### config.mk
export PLATFORM = sky130hd
export DESIGN_NAME = scroll_delta_quantizer_flat
export DESIGN_NICKNAME = d
export VERILOG_FILES = /design/src/rtl/sdq_pkg.sv /design/src/rtl/sdq_if.sv /design/src/rtl/sdq_cfg.sv /design/src/rtl/sdq_axis.sv /design/src/rtl/scroll_delta_quantizer.sv /design/src/flat_wrapper.sv
export VERILOG_INCLUDE_DIRS = /design/src /design/src/rtl
export SDC_FILE = /design/constraint.sdc
export NUM_CORES = 1
export LEC_CHECK = 0
export ABC_AREA = 1
export BUFFER_PORTS_ARGS = -buffer_cell sky130_fd_sc_hd__clkbuf_2
export CORE_UTILIZATION = 60
export CTS_BUF_LIST = sky130_fd_sc_hd__clkbuf_2
export CTS_CLUSTER_DIAMETER = 120
export CTS_CLUSTER_SIZE = 24
export DETAILED_ROUTE_END_ITERATION = 6
export GPL_TIMING_DRIVEN = 0
export PLACE_DENSITY = 0.79
export SYNTH_ARGS = -nofsm -noshare
export SYNTH_HDL_FRONTEND = slang
export SYNTH_HIERARCHICAL = 1
export SYNTH_SLANG_ARGS = --single-unit
### constraint.sdc
create_clock -name clk -period 12.1 [get_ports clk]
set_input_delay 2.42 -clock clk [delete_from_list [all_inputs] [get_ports clk]]
set_output_delay 2.42 -clock clk [all_outputs]
set_load 0.02 [all_outputs]
### src/rtl/scroll_delta_quantizer_defines.svh
// assertion macros shared by the scroll delta quantizer
`ifndef SCROLL_DELTA_QUANTIZER_DEFINES_SVH
`define SCROLL_DELTA_QUANTIZER_DEFINES_SVH

// same-cycle implication, gated off during reset
`define SDQ_ASSERT_SAME(LABEL, CLK, RSTN, ANTE, CONS) \
    LABEL: assert property (@(posedge CLK) disable iff (!RSTN) (ANTE) |-> (CONS)) \
        else $error("scroll delta quantizer check failed");

// next-cycle implication, gated off during reset
`define SDQ_ASSERT_NEXT(LABEL, CLK, RSTN, ANTE, CONS) \
    LABEL: assert property (@(posedge CLK) disable iff (!RSTN) (ANTE) |=> (CONS)) \
        else $error("scroll delta quantizer check failed");

`endif

### src/rtl/sdq_pkg.sv
package sdq_pkg;

    // field widths
    localparam int DELTA_W = 32;
    localparam int TIME_W  = 32;
    localparam int STEP_W  = 16;
    localparam int GAP_W   = 16;
    localparam int CFG_IDX_W  = 8;
    localparam int CFG_DATA_W = 32;

    // defaults
    localparam int FRACTION_BITS_DEFAULT = 16;
    localparam logic [GAP_W-1:0] IDLE_GAP_RESET = GAP_W'(1000);
    localparam logic INVERT_RESET = 1'b1;
    localparam logic BYPASS_RESET = 1'b0;

    // configuration register indexes
    typedef enum logic [CFG_IDX_W-1:0] {
        REG_IDLE_GAP = 8'd0,
        REG_INVERT   = 8'd1,
        REG_BYPASS   = 8'd2
    } cfg_reg_t;

    // live configuration
    typedef struct packed {
        logic [GAP_W-1:0] idle_gap;
        logic             invert;
        logic             bypass;
    } cfg_t;

    // per-axis control from the top level
    typedef struct packed {
        logic en;
        logic clear;
        logic bypass;
        logic invert;
    } axis_ctrl_t;

endpackage

### src/rtl/sdq_if.sv
// scroll event request channel
interface sdq_event_if;
    logic                                valid;
    logic                                ready;
    logic signed [sdq_pkg::DELTA_W-1:0]  delta_x;
    logic signed [sdq_pkg::DELTA_W-1:0]  delta_y;
    logic        [sdq_pkg::TIME_W-1:0]   time_ms;

    modport source (output valid, output delta_x, output delta_y, output time_ms, input ready);
    modport sink   (input valid, input delta_x, input delta_y, input time_ms, output ready);
endinterface

// whole-step result channel
interface sdq_step_if;
    logic                               valid;
    logic                               ready;
    logic signed [sdq_pkg::STEP_W-1:0]  step_x;
    logic signed [sdq_pkg::STEP_W-1:0]  step_y;

    modport source (output valid, output step_x, output step_y, input ready);
    modport sink   (input valid, input step_x, input step_y, output ready);
endinterface

// configuration write channel
interface sdq_cfg_if;
    logic                               valid;
    logic                               ready;
    logic [sdq_pkg::CFG_IDX_W-1:0]      index;
    logic [sdq_pkg::CFG_DATA_W-1:0]     data;

    modport source (output valid, output index, output data, input ready);
    modport sink   (input valid, input index, input data, output ready);
endinterface

### src/rtl/sdq_cfg.sv
module sdq_cfg (
    input  logic             clk,
    input  logic             rst_n,
    sdq_cfg_if.sink          cfg_wr,
    output sdq_pkg::cfg_t    cfg
);

    sdq_pkg::cfg_t cfg_reg;

    // writes are always taken
    assign cfg_wr.ready = 1'b1;
    assign cfg = cfg_reg;

    // register file, unknown indexes ignored
    always_ff @(posedge clk or negedge rst_n)
    begin
        if (!rst_n)
        begin
            cfg_reg.idle_gap <= sdq_pkg::IDLE_GAP_RESET;
            cfg_reg.invert   <= sdq_pkg::INVERT_RESET;
            cfg_reg.bypass   <= sdq_pkg::BYPASS_RESET;
        end
        else if (cfg_wr.valid)
        begin
            unique case (cfg_wr.index)
                sdq_pkg::REG_IDLE_GAP: cfg_reg.idle_gap <= cfg_wr.data[sdq_pkg::GAP_W-1:0];
                sdq_pkg::REG_INVERT:   cfg_reg.invert   <= cfg_wr.data[0];
                sdq_pkg::REG_BYPASS:   cfg_reg.bypass   <= cfg_wr.data[0];
                default:               cfg_reg          <= cfg_reg;
            endcase
        end
    end

endmodule

### src/rtl/sdq_axis.sv
module sdq_axis #(
    parameter int FRACTION_BITS = sdq_pkg::FRACTION_BITS_DEFAULT
) (
    input  logic                               clk,
    input  logic                               rst_n,
    input  sdq_pkg::axis_ctrl_t                ctrl,
    input  logic signed [sdq_pkg::DELTA_W-1:0] delta,
    output logic signed [sdq_pkg::STEP_W-1:0]  step
);

    localparam int DW = FRACTION_BITS + 2;
    localparam int MW = sdq_pkg::DELTA_W + 1;
    localparam int SW = sdq_pkg::DELTA_W + 2;
    localparam int SPW = sdq_pkg::STEP_W;
    localparam logic [SW-1:0] ROUND_ADD = SW'((64'd1 << FRACTION_BITS) - 64'd1);
    localparam logic [DW:0]   ONE_KEEP  = (DW+1)'(64'd1 << FRACTION_BITS);
    localparam logic [SW-1:0] STEP_POS_LIM = SW'((64'd1 << (SPW - 1)) - 64'd1);
    localparam logic [SW-1:0] STEP_NEG_LIM = SW'(64'd1 << (SPW - 1));
    localparam logic [DW:0]   DEF_POS_LIM  = (DW+1)'((64'd1 << (DW - 1)) - 64'd1);
    localparam logic [DW:0]   DEF_NEG_LIM  = (DW+1)'(64'd1 << (DW - 1));

    logic signed [DW-1:0]     deficit_reg;
    logic signed [DW-1:0]     deficit_next;
    logic signed [DW-1:0]     f_base;
    logic signed [DW-1:0]     f_eff;
    logic [DW-1:0]            f_abs;
    logic signed [MW-1:0]     d;
    logic                     d_neg;
    logic                     d_zero;
    logic                     f_neg;
    logic [MW-1:0]            d_mag;
    logic [MW-1:0]            f_mag;
    logic [MW-1:0]            t_mag;
    logic [MW-1:0]            t_neg;
    logic [SW-1:0]            round_sum;
    logic [SW-1:0]            step_mag;
    logic [FRACTION_BITS-1:0] rem;
    logic [DW:0]              keep_mag;
    logic                     bigger;

    // sign and clamp of a magnitude into the step range
    function automatic logic signed [SPW-1:0] sat_step(input logic neg, input logic [SW-1:0] m);
        logic [SW-1:0] lim;
        logic [SW-1:0] mm;
        logic [SW-1:0] s;
        lim = neg ? STEP_NEG_LIM : STEP_POS_LIM;
        mm  = (m > lim) ? lim : m;
        s   = neg ? (~mm + SW'(1)) : mm;
        return s[SPW-1:0];
    endfunction

    // sign and clamp of a magnitude into the deficit range
    function automatic logic signed [DW-1:0] sat_def(input logic neg, input logic [DW:0] m);
        logic [DW:0] lim;
        logic [DW:0] mm;
        logic [DW:0] s;
        lim = neg ? DEF_NEG_LIM : DEF_POS_LIM;
        mm  = (m > lim) ? lim : m;
        s   = neg ? (~mm + (DW+1)'(1)) : mm;
        return s[DW-1:0];
    endfunction

    // delta after optional inversion, at full width
    always_comb
    begin
        d      = ctrl.invert ? -MW'(delta) : MW'(delta);
        d_neg  = d[MW-1];
        d_zero = (d == '0);
        d_mag  = d_neg ? (~d + MW'(1)) : d;
    end

    // deficit after idle clear and direction change
    always_comb
    begin
        f_base = ctrl.clear ? '0 : deficit_reg;
        f_eff  = f_base;
        if (f_base != '0 && f_base[DW-1] != d_neg)
        begin
            f_eff = '0;
        end
        f_neg = f_eff[DW-1];
        f_abs = f_neg ? (~f_eff + DW'(1)) : f_eff;
        f_mag = MW'(f_abs);
    end

    // rounding away from zero (truncation in bypass) and the two deficit updates
    always_comb
    begin
        bigger    = d_mag > f_mag;
        t_mag     = d_mag - f_mag;
        t_neg     = ~t_mag + MW'(1);
        rem       = t_neg[FRACTION_BITS-1:0];
        round_sum = SW'(t_mag) + ROUND_ADD;
        keep_mag  = (DW+1)'(f_abs) - (DW+1)'(d_mag[DW-1:0]) + ONE_KEEP;

        if (ctrl.bypass)
        begin
            step_mag = SW'(d_mag >> FRACTION_BITS);
        end
        else if (bigger)
        begin
            step_mag = round_sum >> FRACTION_BITS;
        end
        else
        begin
            step_mag = SW'(1);
        end

        if (ctrl.bypass || d_zero)
        begin
            deficit_next = f_base;
        end
        else if (bigger)
        begin
            deficit_next = d_neg ? -DW'(rem) : DW'(rem);
        end
        else
        begin
            deficit_next = sat_def(d_neg, keep_mag);
        end

        step = d_zero ? '0 : sat_step(d_neg, step_mag);
    end

    // deficit register, held in bypass
    always_ff @(posedge clk or negedge rst_n)
    begin
        if (!rst_n)
        begin
            deficit_reg <= '0;
        end
        else if (ctrl.en && !ctrl.bypass)
        begin
            deficit_reg <= deficit_next;
        end
    end

endmodule

### src/rtl/scroll_delta_quantizer.sv
// Scroll delta quantizer: turns fractional Q(32-FRACTION_BITS).FRACTION_BITS scroll deltas
// into whole saturated steps, carrying a per-axis deficit so outside bypass a nonzero delta always
// scrolls at least one step and the overshoot is eaten by later deltas in the same
// direction. One event is taken every cycle unless stalled; a request is held in the input
// register, is quantized by single-pass logic that also updates the deficits, and
// lands in the output register once that register is empty or being drained.
// The only stall is a full output register with ready low. Configuration writes are
// taken at once and should only be issued while no event is in flight.
`include "scroll_delta_quantizer_defines.svh"

module scroll_delta_quantizer #(
    parameter int FRACTION_BITS = sdq_pkg::FRACTION_BITS_DEFAULT
) (
    input  logic           clk,
    input  logic           rst_n,
    sdq_event_if.sink      scroll,
    sdq_step_if.source     steps,
    sdq_cfg_if.sink        cfg_wr
);

    sdq_pkg::cfg_t                      cfg;
    sdq_pkg::axis_ctrl_t                axis_ctrl;
    logic                               stage_valid_reg;
    logic signed [sdq_pkg::DELTA_W-1:0] dx_reg;
    logic signed [sdq_pkg::DELTA_W-1:0] dy_reg;
    logic        [sdq_pkg::TIME_W-1:0]  time_reg;
    logic        [sdq_pkg::TIME_W-1:0]  last_event_time_reg;
    logic        [sdq_pkg::TIME_W-1:0]  gap;
    logic                               timeout;
    logic                               out_valid_reg;
    logic signed [sdq_pkg::STEP_W-1:0]  step_x_reg;
    logic signed [sdq_pkg::STEP_W-1:0]  step_y_reg;
    logic signed [sdq_pkg::STEP_W-1:0]  step_x_w;
    logic signed [sdq_pkg::STEP_W-1:0]  step_y_w;
    logic                               fire;
    logic                               take;

    // configuration registers
    sdq_cfg u_cfg (
        .clk    (clk),
        .rst_n  (rst_n),
        .cfg_wr (cfg_wr),
        .cfg    (cfg)
    );

    // handshake
    assign fire         = stage_valid_reg && (!out_valid_reg || steps.ready);
    assign scroll.ready = !stage_valid_reg || fire;
    assign take         = scroll.valid && scroll.ready;

    // input register
    always_ff @(posedge clk or negedge rst_n)
    begin
        if (!rst_n)
        begin
            stage_valid_reg <= 1'b0;
        end
        else if (take)
        begin
            stage_valid_reg <= 1'b1;
        end
        else if (fire)
        begin
            stage_valid_reg <= 1'b0;
        end
    end

    always_ff @(posedge clk)
    begin
        if (take)
        begin
            dx_reg   <= scroll.delta_x;
            dy_reg   <= scroll.delta_y;
            time_reg <= scroll.time_ms;
        end
    end

    // idle gap check against the last handled event
    assign gap     = time_reg - last_event_time_reg;
    assign timeout = gap > sdq_pkg::TIME_W'(cfg.idle_gap);

    always_ff @(posedge clk or negedge rst_n)
    begin
        if (!rst_n)
        begin
            last_event_time_reg <= '0;
        end
        else if (fire && !cfg.bypass)
        begin
            last_event_time_reg <= time_reg;
        end
    end

    // per-axis quantizers
    assign axis_ctrl.en     = fire;
    assign axis_ctrl.clear  = timeout && !cfg.bypass;
    assign axis_ctrl.bypass = cfg.bypass;
    assign axis_ctrl.invert = cfg.invert;

    sdq_axis #(.FRACTION_BITS(FRACTION_BITS)) u_axis_x (
        .clk   (clk),
        .rst_n (rst_n),
        .ctrl  (axis_ctrl),
        .delta (dx_reg),
        .step  (step_x_w)
    );

    sdq_axis #(.FRACTION_BITS(FRACTION_BITS)) u_axis_y (
        .clk   (clk),
        .rst_n (rst_n),
        .ctrl  (axis_ctrl),
        .delta (dy_reg),
        .step  (step_y_w)
    );

    // output register
    always_ff @(posedge clk or negedge rst_n)
    begin
        if (!rst_n)
        begin
            out_valid_reg <= 1'b0;
        end
        else if (fire)
        begin
            out_valid_reg <= 1'b1;
        end
        else if (steps.ready)
        begin
            out_valid_reg <= 1'b0;
        end
    end

    always_ff @(posedge clk)
    begin
        if (fire)
        begin
            step_x_reg <= step_x_w;
            step_y_reg <= step_y_w;
        end
    end

    assign steps.valid  = out_valid_reg;
    assign steps.step_x = step_x_reg;
    assign steps.step_y = step_y_reg;

    // checks
    `SDQ_ASSERT_NEXT(a_stage_held, clk, rst_n,
                     stage_valid_reg && out_valid_reg && !steps.ready, stage_valid_reg)
    `SDQ_ASSERT_NEXT(a_fire_fills_out, clk, rst_n, fire, out_valid_reg)
    `SDQ_ASSERT_NEXT(a_bypass_keeps_time, clk, rst_n, fire && cfg.bypass,
                     $stable(last_event_time_reg))
    `SDQ_ASSERT_SAME(a_full_blocks_input, clk, rst_n,
                     stage_valid_reg && out_valid_reg && !steps.ready, !scroll.ready)

endmodule
### src/flat_wrapper.sv
// flat-port wrapper written by rule: the top's interface ports become plain ports
module scroll_delta_quantizer_flat 
#(
    parameter int FRACTION_BITS = sdq_pkg::FRACTION_BITS_DEFAULT
)
  (clk, rst_n, scroll_valid, scroll_delta_x, scroll_delta_y, scroll_time_ms, scroll_ready, steps_valid, steps_step_x, steps_step_y, steps_ready, cfg_wr_valid, cfg_wr_index, cfg_wr_data, cfg_wr_ready);
  sdq_event_if scroll_i ();
  sdq_step_if steps_i ();
  sdq_cfg_if cfg_wr_i ();
  input  logic clk;
  input  logic rst_n;
  input wire logic [$bits(scroll_i.valid)-1:0] scroll_valid;
  input wire logic [$bits(scroll_i.delta_x)-1:0] scroll_delta_x;
  input wire logic [$bits(scroll_i.delta_y)-1:0] scroll_delta_y;
  input wire logic [$bits(scroll_i.time_ms)-1:0] scroll_time_ms;
  output wire logic [$bits(scroll_i.ready)-1:0] scroll_ready;
  output wire logic [$bits(steps_i.valid)-1:0] steps_valid;
  output wire logic [$bits(steps_i.step_x)-1:0] steps_step_x;
  output wire logic [$bits(steps_i.step_y)-1:0] steps_step_y;
  input wire logic [$bits(steps_i.ready)-1:0] steps_ready;
  input wire logic [$bits(cfg_wr_i.valid)-1:0] cfg_wr_valid;
  input wire logic [$bits(cfg_wr_i.index)-1:0] cfg_wr_index;
  input wire logic [$bits(cfg_wr_i.data)-1:0] cfg_wr_data;
  output wire logic [$bits(cfg_wr_i.ready)-1:0] cfg_wr_ready;
  assign scroll_i.valid = scroll_valid;
  assign scroll_i.delta_x = scroll_delta_x;
  assign scroll_i.delta_y = scroll_delta_y;
  assign scroll_i.time_ms = scroll_time_ms;
  assign scroll_ready = scroll_i.ready;
  assign steps_valid = steps_i.valid;
  assign steps_step_x = steps_i.step_x;
  assign steps_step_y = steps_i.step_y;
  assign steps_i.ready = steps_ready;
  assign cfg_wr_i.valid = cfg_wr_valid;
  assign cfg_wr_i.index = cfg_wr_index;
  assign cfg_wr_i.data = cfg_wr_data;
  assign cfg_wr_ready = cfg_wr_i.ready;
  scroll_delta_quantizer #(.FRACTION_BITS(FRACTION_BITS)) u_core (.clk(clk), .rst_n(rst_n), .scroll(scroll_i), .steps(steps_i), .cfg_wr(cfg_wr_i));
endmodule
# [After elaboration in Yosys (flattened, before gate mapping)]
# Index checks and enable logic that the tools add are counted.
[word_totals] reg_bits=216 out_inout_bits=35 word_cells=116
[classes] n_addsub=23 n_lt_le_gt_ge=7 n_eq_ne=4 n_mux=36 bitwise=10 n_reduce_logical=23
[op_table] operator="two-way mux 18 bit" count=22
[op_table] operator="two-way mux 33 bit" count=4
[op_table] operator="two-way mux 16 bit" count=6
[op_table] operator="inverter 18 bit" count=4
[op_table] operator="adder 33 x 16 -> 34 bit (second input constant)" count=2
[op_table] operator="greater-than comparator 34 x 16 -> 1 bit" count=2
[op_table] operator="adder 33 x 2 -> 33 bit (second input constant)" count=2
[op_table] operator="greater-than comparator 33 x 18 -> 1 bit" count=2
[op_table] operator="logical NOT 33 bit" count=2
[op_table] operator="negation 32 -> 33 bit" count=2
[op_table] operator="inverter 33 bit" count=2
[op_table] operator="subtractor 33 x 18 -> 33 bit" count=2
[op_table] operator="adder 16 x 1 -> 16 bit (second input constant)" count=4
[op_table] operator="inverter 16 bit" count=4
[op_table] operator="adder 19 x 17 -> 19 bit (second input constant)" count=2
[op_table] operator="greater-than comparator 19 x 18 -> 1 bit" count=2
[op_table] operator="subtractor 18 x 18 -> 19 bit" count=2
[op_table] operator="adder 18 x 1 -> 18 bit (second input constant)" count=2
[op_table] operator="adder 18 x 2 -> 18 bit (second input constant)" count=2
[op_table] operator="negation 16 -> 18 bit" count=2
[op_table] operator="nonzero test 18 bit" count=2
[op_table] operator="greater-than comparator 32 x 16 -> 1 bit" count=1
[op_table] operator="subtractor 32 bit" count=1
[op_table] operator="equality test 8 x 1 -> 1 bit (second input constant)" count=1
[op_table] operator="other kinds (9)" count=26

# [Logic depth before layout (Yosys ltp)]
# Gate-level depths: netlist of run 1.
[depth] word_depth=19 mapped_depth=95

# [Modules after synthesis]
# The synthesis of run 1 kept the hierarchy.
[modules_own_cells] module="sdq_axis (u_core.u_axis_x)" n_inst=1 cells_each=1831 area_per_inst_um2=9814.4 seq_area_each_um2=450.4
[modules_own_cells] module="sdq_axis (u_core.u_axis_y)" n_inst=1 cells_each=1788 area_per_inst_um2=9729.3 seq_area_each_um2=450.4
[modules_own_cells] module="scroll_delta_quantizer" n_inst=1 cells_each=885 area_per_inst_um2=8210.4 seq_area_each_um2=4694.5
[modules_own_cells] module="sdq_cfg" n_inst=1 cells_each=102 area_per_inst_um2=850.8 seq_area_each_um2=459.2

# [Worst setup path before layout of run 1]
# No wires, ideal clock.
[synth_path] kind="register to register" start="register u_core/last_event_time_reg[0] (netlist bit)" end="register u_core.u_axis_y.deficit_reg[16]" setup_time_ns=0.130 t_arrival_ns=10.180 required_time_ns=11.970 setup_slack_ns=1.790 path_stages_with_launch=82 path_buffers=4 cell_sequence="dfrtp_1 > ha_1 > fa_1 > inv_1 > nand2_1 > nand2_1 > nand3_1 > nand2_2 > nand2_1 > nand2_1 > xor2_1 > ha_1 > nand2_1 > nor3_1 > nand2_1 > nand2_1 > nand2_1 > nand3_1 > (+46 left out) > o41ai_1 > nand3_1 > clkbuf_1 > o21ai_0 > ha_1 > nand2_1 > nor2_1 > nand2_1 > nor2_1 > nand3_1 > nor2_1 > inv_1 > o21ai_0 > a21oi_1 > o21ai_0 > nand3_1 > o211ai_1 > o21ai_0"
[synth_lines] element="from (decl)" line="scroll_delta_quantizer.sv:27" text="logic [sdq_pkg::TIME_W-1:0] last_event_time_reg;"
[synth_lines] element="from (signal assigned)" line="scroll_delta_quantizer.sv:90" text="last_event_time_reg <= time_reg;"
[synth_lines] element="to (signal assigned)" line="sdq_axis.sv:134" text="deficit_reg <= deficit_next;"
[synth_lines] element="to (decl)" line="sdq_axis.sv:22" text="logic signed [DW-1:0] deficit_reg;"

==> impl_metrics.ini, run 1 <==
[synthesis]
synthCells = 4606
synth.avg_cell_area_um2 = 6.21
synth-edff-count = 128
syn-cell-area_um2 = 28600
yosysTopAreaCell = nand2_1
ys_seq_area_share_pct = 21.2
synth_cell_types = 70
synth.most_common_cell = nand2_1
ys_async_sr_fraction_pct = 40.7
synthTopCellsByArea = nand2_1, edfxtp_1, ha_1, inv_1, dfrtp_1
ys.flop_type = edfxtp_1
ys_seq_elements = 216
syn_nets = 4979
synth_commonest_cells = nand2_1, inv_1, nor2_1
synth_top_area_share_pct = 17.5
yosys_warnings = 6

[layout]
final_nets = 5205
area_growth_syn_to_layout_pct = 11.6
drive_above_1_share_pct = 15.3
stdcell_area_um2 = 31900

[floorplan]
start_util_pct = 61.2
fp.dieArea_um2 = 48600
io_pins = 176
core_area_um2 = 46800
fp-row-count = 79
die_y_um = 220
die_w_um = 220

[grt]
antenna_found_initial = 8
gr-total-overflow = 0
grt_use_total_pct = 34.6
grt_pass1_vias = 27400
grt_first_pass_wirelength_mm = 135
grt_max_degree = 69

[critical_path]
critPathArrivalTime_ns = 12.39
slowest_stage = edfxtp_1
endpoint = u_core/steps.step_y[14]
reg2reg_depth = 81
critPathLaunch = u_core/time_reg[11]
crit_fanout = 13
cpMostUsedCell = nand2_1
r2r_start = u_core/time_reg[11]
rr_endpoint = u_core/steps.step_y[14]
cp-start-kind = flip-flop
cp_data_required_time_ns = 12.85
critPathKind = reg -> reg
max_stage_delay_ns = 0.52
rrSetupSlack_ns = 0.46
crit_path_end_kind = flip-flop

[clocking]
htreeDepth = 1
cts_tree = done
clk_pin_slew_ns = 0.44
ctsRootBufferMaster = clkbuf_2
cts-buffers-inserted = 14
cts_buffer_depth = 3
cts.sinks = 216
clock_latency_ns = 1.07

[sta]
worstMarginPinSlew_ns = 1.05
slew_violations = 0
finalCritPeriodShare_pct = 96.2
fin_crit_ns = 11.64
setup_viol = 0
timing.hold.ws_ns = 0.478
max_slew_margin_pct = 30.1
hold_viol_final = 0
fmax_ghz = 0.0859
skew_ns = 0.259

[placement]
post_dp_cell_area_um2 = 30300
hpwl_mm = 69.7
place.gp.congestion = 1.00
io_buffers = 158

[hold_path]
hold_path.class = reg -> reg

[power_and_ir_drop]
p_comb_share_pct = 63.6
swShare_pct = 50.8
switching_power_w = 0.00184
clkPwrFrac_pct = 9.0
p_total_w = 0.00363
p_seq_share_pct = 27.4
p_int_w = 0.00179
power_density_nw_per_um2 = 114
p_leak_nw = 16.4
irDropWorstVdd_uv = 124

[routing]
drt_pre_antenna_iters = 7
ant_nets = 0
route.detailed.wl_per_inst_um = 15.9
wirelength_mm = 87.0
drc = 12
drt_iter0_drc = 2658
vias_per_cell = 5.58
vias = 30400

[outcome]
violations = DRC
status = finished with violations

[run]
max_cap_violations = 0
==> power groups by stage <==
stage          combinational, W  clock, W  sequential (W)
3_5_place_dp            0.00209         0         0.00101
6_report                0.00231  0.000327        0.000994
4_1_cts                 0.00211  0.000339        0.000990
5_1_grt                 0.00257  0.000364         0.00101
2_1_floorplan           0.00156         0         0.00101
3_3_place_gp            0.00204         0         0.00101
==> area by class of cell <==
type	instances	area, um2
multi-input cells	3590	20400
fillers	4337	14800
flip-flops and latches	216	6050
inverters	709	2680
repair buffers	211	1250
well taps	607	759
plain buffers	90	526
clock buffers	19	95.1
clock inverters	5	86.3
diodes	10	25.0
==> per-stage QoR <==
step / instances / worst slack, ns / TNS, ns / util (%)
after global routing: 5455 / -0.319 / -2.37 / 68.3
after CTS: 5404 / 0.00211 / 0 / 65.5
final: 5457 / 0.463 / 0 / 68.3
after floorplan: 4606 / 1.79 / 0 / -
after detailed placement: 5374 / -1.35 / -33.00 / 64.7
after global placement: 5371 / -1.23 / -29.10 / 64.5
==> critical path: cells and delay by family, from the launching register on <==
kind / cells / cell delay (ns)
simple gates: 47 / 5.46
flops: 1 / 0.52
fa+ha+maj: 6 / 1.86
xor+xnor: 3 / 0.39
buf+inv: 14 / 1.67
compound gates: 11 / 1.39
==> layout by cell type (no fill, tap or decap), types with 15 or more instances in the layout <==
| cell type | instances |
|---|---|
| nand2_1 | 1307 |
| inv_1 | 647 |
| nor2_1 | 490 |
| nand3_1 | 314 |
| a21oi_1 | 215 |
| ha_1 | 198 |
| clkbuf_2 | 178 |
| o21ai_0 | 158 |
| xor2_1 | 132 |
| edfxtp_1 | 128 |
| nand2_2 | 102 |
| nand4_1 | 88 |
| dfrtp_1 | 81 |
| nor2_2 | 77 |
| buf_4 | 58 |
| nor3_1 | 56 |
| inv_2 | 49 |
| nand3b_1 | 41 |
| xnor2_1 | 38 |
| clkbuf_1 | 38 |
| nand3_2 | 33 |
| o21ai_1 | 31 |
| nor2_4 | 28 |
| o211ai_1 | 28 |
| o21ai_2 | 20 |
| ha_4 | 18 |
| buf_2 | 16 |
| or2_2 | 16 |
| buf_6 | 15 |
==> cell families (layout without fill, tap and decap cells) <==
| kind of cell | Yosys count | in the layout | share of synthesized area, % |
|---|---|---|---|
| adder cells (fa/ha/maj) | 232 | 232 | 10.3 |
| AND/OR/NAND/NOR | 2611 | 2611 | 40.7 |
| other | 1 | 11 | 0.0131 |
| AO/OA/AOI/OAI | 557 | 557 | 11.0 |
| flip-flops | 216 | 216 | 21.2 |
| multiplexers | 1 | 1 | 0.0394 |
| buffers and inverters | 800 | 1034 | 11.0 |
| XOR/XNOR | 188 | 188 | 5.82 |
==> layer usage <==
layer  vias up  share of wire (%)  GRT usage (%)
met3       242                6.6           3.89
met4         0                4.9           16.1
met5         -                  0              0
li1      15300                  -              -
met2      1138                 46           58.7
met1     13800                 42           44.0
==> how the worst min path moves through the flow <==
stage	start	depth (start not counted)	slack, ns	end
2_1_floorplan	u_core/u_cfg/cfg[12]	2	0.44	u_core/u_cfg/cfg[12]
3_3_place_gp	u_core/u_cfg/cfg[7]	2	0.45	u_core/u_cfg/cfg[7]
3_5_place_dp	u_core/u_cfg/cfg[8]	2	0.45	u_core/u_cfg/cfg[8]
4_1_cts	u_core/u_cfg/cfg[8]	2	0.48	u_core/u_cfg/cfg[8]
5_1_grt	u_core/u_cfg/cfg[11]	2	0.49	u_core/u_cfg/cfg[11]
6_report	u_core/u_cfg/cfg[7]	2	0.48	u_core/u_cfg/cfg[7]
==> what timing repair did <==
item,in CTS,in global routing
endpoints found under the setup margin,55,66
buffers inserted,7,43
pin swaps,6,61
gates resized for setup,37,230
hold buffers,0,0
(Power assumes the default switching activity.)
==> run 2, diff against run 1 <==
--- a/config.mk
+++ b/config.mk
@@ -15,6 +15,7 @@
 export DETAILED_ROUTE_END_ITERATION = 6
 export GPL_TIMING_DRIVEN = 0
 export PLACE_DENSITY = 0.79
+export RECOVER_POWER = 100
 export SYNTH_ARGS = -nofsm -noshare
 export SYNTH_HDL_FRONTEND = slang
 export SYNTH_HIERARCHICAL = 1
==> run 2 against run 1 <==
- the run ends with DRC, capacitance limit, slew limit left
- first-iteration DRC count decreased by 2.9%
- sequential share of layout area increased by 0.10 points
- worst hold slack improved by 0.0019 ns
- flip-flop and latch count is the same
- largest cell class unchanged
==> impl_metrics.ini, run 2 (synthesis gave the netlist of run 1 again) <==
[sta]
fmax_ghz = 0.0868
timing.hold.ws_ns = 0.480
setup_viol = 0
max_slew_margin_pct = -161
setup_ws_ns = 0.578
hold_viol_final = 0
skew_ns = 0.248
slew_violations = 179
worstMarginPinSlew_ns = 3.92
finalCritPeriodShare_pct = 95.2
fin_crit_ns = 11.52

[hold_path]
hold_path.class = reg -> reg

[floorplan]
die_w_um = 220
start_util_pct = 61.2
fp-row-count = 79
die_y_um = 220
io_pins = 176
core_area_um2 = 46800
fp.dieArea_um2 = 48600

[critical_path]
max_stage_delay_ns = 0.56
slowest_stage = edfxtp_1
cp_data_required_time_ns = 12.86
critPathKind = reg -> reg
critPathArrivalTime_ns = 12.28
path_buf_inv = 16
crit_path_end_kind = flip-flop
cp-start-kind = flip-flop
crit_fanout = 13
path_delay_family = simple AND/OR/NAND/NOR gates

[layout]
fillers = 4384
layout_common_cells = nand2_1, inv_1, nor2_1
finish.utilization_pct = 67.9
final_nets = 5205
seq_area_um2 = 6050
multiInputGateArea_um2 = 20400
drive_above_1_share_pct = 14.0
layout_commonest_cell = nand2_1
area_growth_syn_to_layout_pct = 11.0

[clocking]
htreeDepth = 1
ctsRootBufferMaster = clkbuf_2
clock_latency_ns = 1.06
clk_pin_slew_ns = 0.44
cts-buffers-inserted = 14
hold_buffers = 0
cts_buffer_depth = 3
cts.sinks = 216
cts_tree = done

[power_and_ir_drop]
p_total_w = 0.00362
irDropWorstVdd_uv = 123
p_leak_nw = 16.1
power_density_nw_per_um2 = 114

[grt]
grt_max_degree = 69
antenna_found_initial = 8
gr-total-overflow = 0
grt_pass1_vias = 27400
grt_first_pass_wirelength_mm = 135
grt_use_total_pct = 34.6

[routing]
wl_met3_mm = 5.70
met1_length_mm = 36.7
vias_per_cell = 5.57
wl_met2_mm = 40.4
drt_iter0_drc = 2580
wirelength_mm = 87.1
ant_nets = 0
drc = 12
vias = 30400
route.detailed.wl_per_inst_um = 16.0
drt_pre_antenna_iters = 7
top_layer_used = met4

[placement]
post-place-ws_ns = -1.35
place.gp.congestion = 1.00
io_buffers = 158
hpwl_mm = 69.7

[outcome]
status = finished with violations
violations = DRC, capacitance limit, slew limit

[run]
max_cap_violations = 4
[run 2: changes by cell type in the layout (fill, tap and decap cells not counted), sizes merged]
cell,change
buf,-4
inv,-1
clkinvlp,+1
clkbuf,+4
[run 2: repair_timing]
action                                  CTS  global route
pin swaps                                 6            61
endpoints found under the setup margin   55            66
resized for setup                        37           230
setup buffers                             7            43
[run 2: final timing paths]
path | end | slack, ns | startpoint | depth (start not counted)
max | u_core/steps.step_y[14] | 0.58 | u_core/time_reg[6] | 79
min | u_core/u_cfg/cfg[7] | 0.48 | u_core/u_cfg/cfg[7] | 2
max reg2reg | u_core/steps.step_y[14] | 0.58 | u_core/time_reg[6] | 79
min reg2reg | u_core/u_cfg/cfg[7] | 0.48 | u_core/u_cfg/cfg[7] | 2
max in group asynchronous | u_core/last_event_time_reg[31] | 6.34 | rst_n | 2
min in group asynchronous | u_core/u_axis_x/deficit_reg[13] | 1.73 | rst_n | 1
[run 2: worst register-to-register path: cells and delay by family (launching register included)]
family | cells | cell delay (ns)
compound gates | 10 | 1.48
buf+inv | 16 | 1.91
xor+xnor | 3 | 0.38
fa+ha+maj | 6 | 1.79
flops | 1 | 0.56
simple gates | 44 | 5.09
[run 2: per-stage QoR]
stage	std cells	TNS, ns	cell area, um2
finish	5457	0	31800
CTS	5404	0	30600
global placement	5371	-29.10	30200
detailed placement	5374	-33.00	30300
floorplan	4606	0	28600
global route	5455	-2.37	31700
[run 2: report_power, final]
| group | total [W] | switching, W | leakage [nW] | internal [W] |
|---|---|---|---|---|
| Clock | 0.000327 | 0.000254 | 0.118 | 0.0000732 |
| Sequential | 0.000997 | 0.0000712 | 2.26 | 0.000926 |
| Combinational | 0.00229 | 0.00151 | 13.8 | 0.000779 |
| Total | 0.00362 | 0.00184 | 16.1 | 0.00178 |
[run 2: per-layer routing]
layer  GRT usage [%]  vias to the layer above
met5               0                        -
met4            16.1                        0
met3            3.89                      235
met2            58.7                     1135
met1            44.0                    13800
li1                -                    15300
[run 2: area by class of cell]
class | count | area share (%)
buffer | 90 | 1.63
multi-input combinational | 3590 | 64.3
antenna | 10 | 0.0788
inverter | 709 | 8.44
tap | 607 | 2.39
clock buffer | 19 | 0.299
clock inverter | 5 | 0.272
timing repair buffer | 211 | 3.51
sequential | 216 | 19.1
